File: config.mk
export PLATFORM = sky130hd
export DESIGN_NAME = trivium_byte_stream_cipher
export DESIGN_NICKNAME = d
export VERILOG_FILES = /design/src/hw/rtl/tbsc_pkg.sv /design/src/hw/rtl/trivium_byte_stream_cipher.sv /design/src/hw/rtl/tbsc_ctrl.sv /design/src/hw/rtl/tbsc_dp.sv
export SDC_FILE = /design/constraint.sdc
export NUM_CORES = 1
export LEC_CHECK = 0
export ABC_AREA = 1
export BUFFER_PORTS_ARGS = -buffer_cell sky130_fd_sc_hd__clkbuf_2
export CELL_PAD_IN_SITES_DETAIL_PLACEMENT = 1
export CELL_PAD_IN_SITES_GLOBAL_PLACEMENT = 1
export CORE_MARGIN = 2
export CORE_UTILIZATION = 41
export CTS_CLUSTER_SIZE = 12
export DETAILED_ROUTE_END_ITERATION = 8
export PLACE_DENSITY_LB_ADDON = 0.05
export SYNTH_ARGS = -nofsm -noshare
export SYNTH_HDL_FRONTEND = slang
export SYNTH_HIERARCHICAL = 1
export SYNTH_SLANG_ARGS = --single-unit
export TNS_END_PERCENT = 20
File: constraint.sdc
create_clock -name clk_i -period 2.14 [get_ports clk_i]
set_input_delay 0.107 -clock clk_i [delete_from_list [all_inputs] [get_ports clk_i]]
set_output_delay 0.107 -clock clk_i [all_outputs]
set_load 0.03 [all_outputs]
File: src/hw/rtl/tbsc_pkg.sv
package tbsc_pkg;

  localparam int StateBits = 288;
  localparam int KeyBits   = 80;
  localparam int IvBase    = 93;
  localparam int RegBBase  = 177;
  localparam int ByteBits  = 8;

  // register indexes on the configuration port
  localparam logic [1:0] RegKeyLow  = 2'd0;
  localparam logic [1:0] RegKeyHigh = 2'd1;
  localparam logic [1:0] RegIvLow   = 2'd2;
  localparam logic [1:0] RegIvHigh  = 2'd3;

  typedef logic [StateBits-1:0] state_t;

  typedef struct packed {
    logic load;       // latch byte, reload state from key and IV
    logic step8;      // eight warm-up rounds
    logic step1;      // one warm-up round
    logic emit_new;   // eight rounds, output from the incoming byte
    logic emit_held;  // eight rounds, output from the held byte
  } cmd_t;

  function automatic logic round_z(input state_t s);
    round_z = s[65] ^ s[92] ^ s[161] ^ s[176] ^ s[242] ^ s[287];
  endfunction

  function automatic state_t round_next(input state_t s);
    logic   a;
    logic   b;
    logic   c;
    state_t n;
    a = s[65] ^ s[92] ^ (s[90] & s[91]) ^ s[170];
    b = s[161] ^ s[176] ^ (s[174] & s[175]) ^ s[263];
    c = s[242] ^ s[287] ^ (s[285] & s[286]) ^ s[68];
    n = {s[StateBits-2:0], 1'b0};
    n[0]        = c;
    n[IvBase]   = a;
    n[RegBBase] = b;
    round_next = n;
  endfunction

endpackage

File: src/hw/rtl/trivium_byte_stream_cipher.sv
// Channel   Direction  Payload
// s_axis    in         tdata[7:0] data_byte, tuser[0] new_message
// m_axis    out        tdata[7:0] cipher_byte
// apb       in/out     registers key_low, iv_low (64-bit), key_high, iv_high (16-bit) at 8*i
//
// A byte without new_message needs no warm-up: its eight rounds run in a single cycle.
// A byte with new_message runs through reload, warm-up at eight rounds a cycle,
// leftover rounds one a cycle, then output.
// Reset clears the cipher state and the registers; no clearing pass.
// A stalled output holds in its register and blocks the next byte until taken.
module trivium_byte_stream_cipher #(
  parameter int WARMUP_ROUNDS = 1152
) (
  input  logic        clk_i,
  input  logic        rst_ni,
  input  logic        s_axis_tvalid,
  output logic        s_axis_tready,
  input  logic [7:0]  s_axis_tdata,   // [7:0] data_byte
  input  logic [0:0]  s_axis_tuser,   // [0] new_message
  output logic        m_axis_tvalid,
  input  logic        m_axis_tready,
  output logic [7:0]  m_axis_tdata,   // [7:0] cipher_byte
  input  logic        psel,
  input  logic        penable,
  input  logic        pwrite,
  input  logic [4:0]  paddr,
  input  logic [63:0] pwdata,
  output logic [63:0] prdata,
  output logic        pready
);

  logic [63:0]    key_low_q;
  logic [15:0]    key_high_q;
  logic [63:0]    iv_low_q;
  logic [15:0]    iv_high_q;
  logic [1:0]     reg_idx;
  logic           wr_en;
  tbsc_pkg::cmd_t cmd;

  assign pready  = 1'b1;
  assign reg_idx = paddr[4:3];
  assign wr_en   = psel && penable && pwrite && pready;

  always_ff @(posedge clk_i or negedge rst_ni) begin
    if (!rst_ni) begin
      key_low_q  <= '0;
      key_high_q <= '0;
      iv_low_q   <= '0;
      iv_high_q  <= '0;
    end else if (wr_en) begin
      unique case (reg_idx)
        tbsc_pkg::RegKeyLow:  key_low_q  <= pwdata;
        tbsc_pkg::RegKeyHigh: key_high_q <= pwdata[15:0];
        tbsc_pkg::RegIvLow:   iv_low_q   <= pwdata;
        tbsc_pkg::RegIvHigh:  iv_high_q  <= pwdata[15:0];
        default: ;
      endcase
    end
  end

  always_comb begin
    unique case (reg_idx)
      tbsc_pkg::RegKeyLow:  prdata = key_low_q;
      tbsc_pkg::RegKeyHigh: prdata = {48'd0, key_high_q};
      tbsc_pkg::RegIvLow:   prdata = iv_low_q;
      tbsc_pkg::RegIvHigh:  prdata = {48'd0, iv_high_q};
      default:              prdata = '0;
    endcase
  end

  tbsc_ctrl #(
    .WARMUP_ROUNDS(WARMUP_ROUNDS)
  ) u_ctrl (
    .clk_i        (clk_i),
    .rst_ni       (rst_ni),
    .in_valid_i   (s_axis_tvalid),
    .new_message_i(s_axis_tuser[0]),
    .in_ready_o   (s_axis_tready),
    .out_valid_o  (m_axis_tvalid),
    .out_ready_i  (m_axis_tready),
    .cmd_o        (cmd)
  );

  tbsc_dp u_dp (
    .clk_i        (clk_i),
    .rst_ni       (rst_ni),
    .cmd_i        (cmd),
    .key_i        ({key_high_q, key_low_q}),
    .iv_i         ({iv_high_q, iv_low_q}),
    .data_byte_i  (s_axis_tdata),
    .cipher_byte_o(m_axis_tdata)
  );

`ifndef ASSERT_OFF
  // a message start blocks input for the warm-up
  a_warmup_blocks: assert property (@(posedge clk_i) disable iff (!rst_ni)
    s_axis_tvalid && s_axis_tready && s_axis_tuser[0] |=> !s_axis_tready)
    else $error("input taken during warm-up");

  // a plain byte yields its result on the next cycle
  a_plain_byte_out: assert property (@(posedge clk_i) disable iff (!rst_ni)
    s_axis_tvalid && s_axis_tready && !s_axis_tuser[0] |=> m_axis_tvalid)
    else $error("plain byte produced no result");

  // no two datapath commands (load, warm-up steps, output) share a cycle
  a_cmd_exclusive: assert property (@(posedge clk_i) disable iff (!rst_ni)
    $onehot0({cmd.load, cmd.step8, cmd.step1, cmd.emit_new, cmd.emit_held}))
    else $error("conflicting datapath commands");
`endif

endmodule

File: src/hw/rtl/tbsc_ctrl.sv
module tbsc_ctrl #(
  parameter int WARMUP_ROUNDS = 1152
) (
  input  logic          clk_i,
  input  logic          rst_ni,
  input  logic          in_valid_i,
  input  logic          new_message_i,
  output logic          in_ready_o,
  output logic          out_valid_o,
  input  logic          out_ready_i,
  output tbsc_pkg::cmd_t cmd_o
);

  localparam int WarmOct = WARMUP_ROUNDS / 8;
  localparam int WarmRem = WARMUP_ROUNDS % 8;
  localparam int CntW    = $clog2(WARMUP_ROUNDS / 8 + 8);

  typedef enum logic [1:0] {
    ST_IDLE,
    ST_WARM8,
    ST_WARM1,
    ST_EMIT
  } state_e;

  state_e          state_q, state_d;
  logic [CntW-1:0] cnt_q, cnt_d;
  logic            out_valid_q, out_valid_d;
  logic            slot_free;

  assign slot_free   = !out_valid_q || out_ready_i;
  assign in_ready_o  = (state_q == ST_IDLE) && slot_free;
  assign out_valid_o = out_valid_q;

  always_comb begin
    state_d     = state_q;
    cnt_d       = cnt_q;
    out_valid_d = out_valid_q && !out_ready_i;
    cmd_o       = '0;
    unique case (state_q)
      ST_IDLE: begin
        if (in_valid_i && slot_free) begin
          if (new_message_i) begin
            cmd_o.load = 1'b1;
            if (WarmOct != 0) begin
              state_d = ST_WARM8;
              cnt_d   = CntW'(WarmOct - 1);
            end else begin
              state_d = ST_WARM1;
              cnt_d   = CntW'(WarmRem - 1);
            end
          end else begin
            cmd_o.emit_new = 1'b1;
            out_valid_d    = 1'b1;
          end
        end
      end
      ST_WARM8: begin
        cmd_o.step8 = 1'b1;
        if (cnt_q == '0) begin
          if (WarmRem != 0) begin
            state_d = ST_WARM1;
            cnt_d   = CntW'(WarmRem - 1);
          end else begin
            state_d = ST_EMIT;
          end
        end else begin
          cnt_d = cnt_q - 1'b1;
        end
      end
      ST_WARM1: begin
        cmd_o.step1 = 1'b1;
        if (cnt_q == '0) begin
          state_d = ST_EMIT;
        end else begin
          cnt_d = cnt_q - 1'b1;
        end
      end
      ST_EMIT: begin
        if (slot_free) begin
          cmd_o.emit_held = 1'b1;
          out_valid_d     = 1'b1;
          state_d         = ST_IDLE;
        end
      end
      default: state_d = ST_IDLE;
    endcase
  end

  always_ff @(posedge clk_i or negedge rst_ni) begin
    if (!rst_ni) begin
      state_q     <= ST_IDLE;
      cnt_q       <= '0;
      out_valid_q <= 1'b0;
    end else begin
      state_q     <= state_d;
      cnt_q       <= cnt_d;
      out_valid_q <= out_valid_d;
    end
  end

endmodule

File: src/hw/rtl/tbsc_dp.sv
module tbsc_dp (
  input  logic                              clk_i,
  input  logic                              rst_ni,
  input  tbsc_pkg::cmd_t                    cmd_i,
  input  logic [tbsc_pkg::KeyBits-1:0]      key_i,
  input  logic [tbsc_pkg::KeyBits-1:0]      iv_i,
  input  logic [tbsc_pkg::ByteBits-1:0]     data_byte_i,
  output logic [tbsc_pkg::ByteBits-1:0]     cipher_byte_o
);

  tbsc_pkg::state_t                  state_q, state_d;
  tbsc_pkg::state_t                  load_val;
  tbsc_pkg::state_t                  one_round;
  tbsc_pkg::state_t                  chain [tbsc_pkg::ByteBits+1];
  logic [tbsc_pkg::ByteBits-1:0]     ks;
  logic [tbsc_pkg::ByteBits-1:0]     byte_q;
  logic [tbsc_pkg::ByteBits-1:0]     out_q;
  logic                              adv8;

  assign adv8 = cmd_i.step8 || cmd_i.emit_new || cmd_i.emit_held;

  always_comb begin
    load_val = '0;
    load_val[tbsc_pkg::KeyBits-1:0] = key_i;
    load_val[tbsc_pkg::IvBase +: tbsc_pkg::KeyBits] = iv_i;
    load_val[tbsc_pkg::StateBits-1 -: 3] = 3'b111;
  end

  // eight rounds back to back, keystream bit k lands in bit k
  always_comb begin
    chain[0] = state_q;
    for (int k = 0; k < tbsc_pkg::ByteBits; k++) begin
      ks[k]      = tbsc_pkg::round_z(chain[k]);
      chain[k+1] = tbsc_pkg::round_next(chain[k]);
    end
  end

  assign one_round = tbsc_pkg::round_next(state_q);

  always_comb begin
    state_d = state_q;
    if (cmd_i.load) begin
      state_d = load_val;
    end else if (adv8) begin
      state_d = chain[tbsc_pkg::ByteBits];
    end else if (cmd_i.step1) begin
      state_d = one_round;
    end
  end

  always_ff @(posedge clk_i or negedge rst_ni) begin
    if (!rst_ni) begin
      state_q <= '0;
    end else begin
      state_q <= state_d;
    end
  end

  always_ff @(posedge clk_i) begin
    if (cmd_i.load) begin
      byte_q <= data_byte_i;
    end
    if (cmd_i.emit_new) begin
      out_q <= data_byte_i ^ ks;
    end else if (cmd_i.emit_held) begin
      out_q <= byte_q ^ ks;
    end
  end

  assign cipher_byte_o = out_q;

endmodule

---- Yosys cells after proc, flatten, opt, wreduce, memory -nomap -nowiden ----
Index checks and enable logic that the tools add are counted.
operators by class
  muxes and demuxes ....................... 29
  add/subtract/negate cells ............... 1
  reductions and logical operators ........ 23
  equality and inequality tests ........... 11
  bitwise gates (word level) .............. 130
operators with widths
  operator               number
  $mux W288              3
  $pmux W64 S4           1
  $xor A1 B1 Y1          104
  $mux W8                5
  $and A1 B1 Y1          24
  $pmux W8 S2            1
  $xor A8 B8 Y8          2
  $mux W1                13
  $eq A2 B2 Y1 const B   4
  $logic_not A8 Y1       1
  $mux W2                4
  $reduce_and A2 Y1      4
  $reduce_and A4 Y1      2
  $sub A8 B1 Y8 const B  1
  $ne A2 B2 Y1 const B   3
  $pmux W2 S3            1
  $logic_and A1 B1 Y1    5
  $eq A2 B1 Y1 const B   2
  $logic_not A2 Y1       2
  $ne A2 B1 Y1 const B   2
  $reduce_bool A2 Y1     2
  $logic_or A1 B1 Y1     3
  $reduce_bool A3 Y1     1
  $logic_not A1 Y1       2
  2 further kinds        2
storage, ports and cells
  flip-flop bits (word level) ............. 475
  word-level logic and storage cells ...... 204
  output and inout port bits .............. 75
  bits of input ports ..................... 85

---- Longest topological paths before layout ----
  depth in word-level cells ............... 9
  depth in mapped cells ................... 14
  gate-level depth less buffers ........... 12

---- Hierarchy ----
Netlist, hierarchy kept.
by module, submodules not included
  module                      cells an instance  times used  sequential area each (µm²)  area each (µm²)
  tbsc_dp                     2562               1           7687.4                      17893.4
  trivium_byte_stream_cipher  938                1           4003.8                      7332.0
  tbsc_ctrl                   110                1           275.3                       784.5

---- Least setup slack after synthesis ----
OpenSTA, ideal clock, no wires.
  kind .................................... flip-flop to flip-flop
  start ................................... register u_ctrl.out_valid_q, in the netlist u_ctrl/out_valid_o
  end ..................................... register u_dp.state_q[101]
  stages on the path, launching flop included .. 11
  library setup time ...................... 0.077 ns
  data required time ...................... 2.063 ns
  data arrival time ....................... 2.197 ns
  path buffers ............................ 3
  slack ................................... -0.134 ns
  clock period less this slack ............ 2.274 ns
  cells stage by stage .................... dfrtp_1 nand2_1 nand3_1 nor2_1 buf_2 buf_2 clkbuf_1 nand2_1 nand2_1 inv_1 a21oi_1
RTL lines
  item                    line             RTL
  start, declared         tbsc_ctrl.sv:27  logic out_valid_q, out_valid_d;
  start signal, assigned  tbsc_ctrl.sv:97  out_valid_q <= out_valid_d;
  end signal, assigned    tbsc_dp.sv:55    state_q <= state_d;
  end, declared           tbsc_dp.sv:11    tbsc_pkg::state_t state_q, state_d;

---- Worst setup path after layout ----
  start ................................... input port paddr[3]
  end ..................................... output port prdata[33]
between the ends
  word-level cells in the longest chain between the ends .. 2
  elaborated cells between the ends (all ways) .. 5
  those cells by class .................... eq/ne: 3; mux: 1; reduce/logical: 1
RTL lines
  item                                  line                              RTL
  start, declared                       trivium_byte_stream_cipher.sv:26  input logic [4:0] paddr,
  $eq A2 B2 Y1 (tied with other cells)  trivium_byte_stream_cipher.sv:62  unique case (reg_idx)
  $pmux W64 S4 *                        trivium_byte_stream_cipher.sv:62
  end, declared                         trivium_byte_stream_cipher.sv:28  output logic [63:0] prdata,
Every way passes the cells marked *; elsewhere a longest branch is shown, timed or not.

==> summary.md <==
| Metric | Value |
|---|---|
| IO Pins | 160 |
| Avg WL per Cell | 20.0 um |
| Worst Skew | 0.0206 ns |
| Global-route wire length before repair | approximately 150000 um |
| Power Total | 59000 uW |
| Largest area contributor in the netlist | dfrtp_1 |
| Clock Pin Slew Worst Setup and Hold Paths | 0.07 ns |
| Fin nets | 3922 |
| FILL cells | between 7000 and 8000 |
| Worst slew pin tran | about 0.75 ns |
| CTS buffer count | 55 |
| Register area share after synthesis | 46.0% |
| Routability cong. | roughly 0.87 |
| Total GRT Usage | 27.9% |
| Port Buffers | approximately 160 |
| Gate Count Post-Synth | 3610 |
| Vias in the first global route | 26183 |
| Syn avg cell area | ~7.2 um2 |
| Post-Syn Nets | 3701 |
| Reg area | approximately 12000 um2 |
| Post-synth cell types | 36 |
| R2r endpoint | u_dp/state_q[23] |
| Startpoint Class | input pin |
| Top FF cell, synth | dfrtp_1 |
| Post-synth top area share | around 44% |
| Critical path type | in2out |
| R2R Path Start | u_ctrl/state_q[0] |
| Pins Over Slew Limit | 0 |
| DR vias | 24821 |
| Root Driver | clkbuf_16 |
| Chip Height | ~260 um |
| Core Footprint | 62900 um2 |
| Longest Clk Path Bufs | 3 |
| Fin crit period | 2.09 ns |
| Residual DRC count | 0 |
| Worst Hold End | iv_high_q[8] |
| Largest net degree at the start of global routing | 80 |
| Die area | 65500 um2 |
| Post-DP HPWL | approximately 64000 um |
| Critical Path RT | 2.03 ns |
| Asr flop ratio synth | 96.6% |
| Area growth from synthesis to layout | 21.7% |
| EDFF count, synth | 16 |
| Setup Viol. Count Final | 0 |
| # clock sinks | 475 |
| Count leader, synth | nand2_1 |
| Peak VDD IR | 783 uV |
| Layout cell share with drive strength beyond 1 | 12.1% |
| Initial core utilization | between 40% and 50% |
| Final Cycle Share | 97.5% |
| Worst-skew pair later-pin latency | 0.62 ns |
| Final Hold Fails | 0 |
| Die width | 256 um |
| Synth top area cells | dfrtp_1 (44%), nand2_1 (22%), inv_1 (6.1%), o211ai_1 (4.0%), a21oi_1 (3.1%) |
| R2R depth | 11 |
| CP Max Fanout | 51 |
| Hold Crit Class | in2reg |
| CP Capture Type | output port |
| Initial antenna violation count | 1 |
| Dpl cell area | 28300 um2 |
| Multi-input gate area | between 10000 and 15000 um2 |
| Fmax | 479 MHz |
| Max cap viols | 0 |
| Via density | 5.26 |
| Worst hold path stage count | 5 |
| TritonCTS clock tree | done |
| Reg2reg setup slack | 0.08 ns |
| Pwr dens | 1870 nW/um2 |
| WL final | 94600 um |
| Rows | 92 |
| Seq cells post-synth | 475 |
| Pleak | between 0.015 and 0.02 uW |
| Synthesis Warnings | 6 |
| Total iterations of the first detailed-routing run | 5 |
| Synthesized area | 26000 um2 |
| Arr. time, crit path | 1.98 ns |
| Slew HR | between 40% and 50% |
| Final Cell Area | 31600 um2 |
| Detailed Route Iter0 Violations | 1638 |
| H-tree depth | 2 |
| Most instantiated cells after synthesis | nand2_1 (1509), dfrtp_1 (459), inv_1 (422) |
| Worst hold start | psel |
| Outcome | finished clean |
| Antenna-violating nets left | 0 |
| RSZ-0062 raised after global routing | yes |
| Total grt overflow | 0 |
## worst max-delay path, stage by stage
cell           delay [ns]
dlygate4sd3_1        0.56
clkbuf_2             0.16
buf_4                0.21
nor2_4               0.15
buf_12               0.25
nand2_1              0.11
nand2_1              0.13
clkbuf_2             0.22
## what timing repair did
item	4_1_cts	5_1_grt
hold buffers	80	0
gates cloned	2	13
gates resized for setup	5	29
setup buffers	0	11
hold endpoints to repair	628	0
pin swaps	1	5
setup endpoints to repair	229	217
## sequential cells by signal (all words and copies together), names as in the netlist
signal	flops
u_dp/state_q	288
iv_low_q	64
key_low_q	64
iv_high_q	16
key_high_q	16
u_ctrl/cnt_q	8
u_dp/byte_q	8
u_dp/cipher_byte_o	8
u_ctrl/state_q	2
u_ctrl/out_valid_o	1
## report_power, final
| group | internal, uW | total, uW | leakage, uW | switching, uW |
|---|---|---|---|---|
| registers | 12900 | 16300 | 0.00563 | 3410 |
| logic | 12200 | 32400 | 0.00997 | 20200 |
| clock network | 6260 | 10300 | 0.000983 | 4050 |
## cells in the final DEF (no fill, tap or decap), drive strengths merged, types with 2 or more instances in the layout
cell         netlist  final
buf              165    146
xor2              22     22
clkbuf            65    240
ha                 6      6
a21oi            161    161
xnor2             18     18
nand3            139    139
clkinv             0     17
a22oi             16     16
nand2           1520   1522
inv              439    439
dfrtp            459    459
bufinv             0      9
clkinvlp           0      3
dlygate4sd3        0     79
nand4             17     17
o21ai            157    157
or2                2      2
nor2             164    164
o211ai           138    138
edfxtp            16     16
o22ai            103    103
## per-stage QoR
stage	util (%)	setup slack [ns]	TNS, ns	hold WS (ns)	cells
2_1_floorplan	-	-0.0318	-0.414	-0.189	3610
4_1_cts	49.5	0.00104	0	0.00491	4698
6_report	50.3	0.0526	0	0.0393	4723
5_1_grt	50.3	-0.0380	-0.641	0.0599	4723
3_5_place_dp	45.0	-0.130	-4.59	0.0345	4514
3_3_place_gp	45.0	-0.0296	-0.0625	0.0294	4514
## routing by layer
layer | track usage, % | share of wire, %
met1 | 35.7 | 42
met2 | 49.3 | 50
met3 | 3.11 | 4.0
met4 | 8.80 | 3.1
met5 | 0 | 0
## area by class of cell
class,count,share of cell area [%]
clock inverters,28,1.17
repair buffers,391,11.8
clock buffers,74,5.02
repair inverters,1,0.0237
flip-flops and latches,475,37.8
diodes,1,0.00791
inverters,439,5.27
multi-input cells,2468,35.5
well taps,846,3.35
## how the worst max path moves through the flow
stage / startpoint / endpoint / slack [ns] / depth (start not counted)
5_1_grt: u_ctrl/state_q[0] / u_dp/state_q[188] / -0.04 / 12
6_report: paddr[3] / prdata[33] / 0.05 / 8
3_5_place_dp: u_ctrl/state_q[0] / u_dp/cipher_byte_o[5] / -0.13 / 12
2_1_floorplan: u_ctrl/state_q[0] / u_dp/cipher_byte_o[0] / -0.03 / 11
3_3_place_gp: u_ctrl/state_q[0] / u_dp/cipher_byte_o[3] / -0.03 / 12
4_1_cts: u_ctrl/state_q[0] / u_dp/state_q[135] / 0.001 / 12
## kinds of logic after synthesis
group / count (synthesis) / synth area share (%)
and+or+nand+nor: 1843 / 28.0
buffers and inverters: 669 / 11.2
AOI/OAI and AO/OA: 576 / 13.1
DFF: 475 / 46.0
xor gates and xnor gates: 40 / 1.35
adders and majority gates: 6 / 0.289
other: 1 / 0.0144
(Power assumes the default switching activity.)
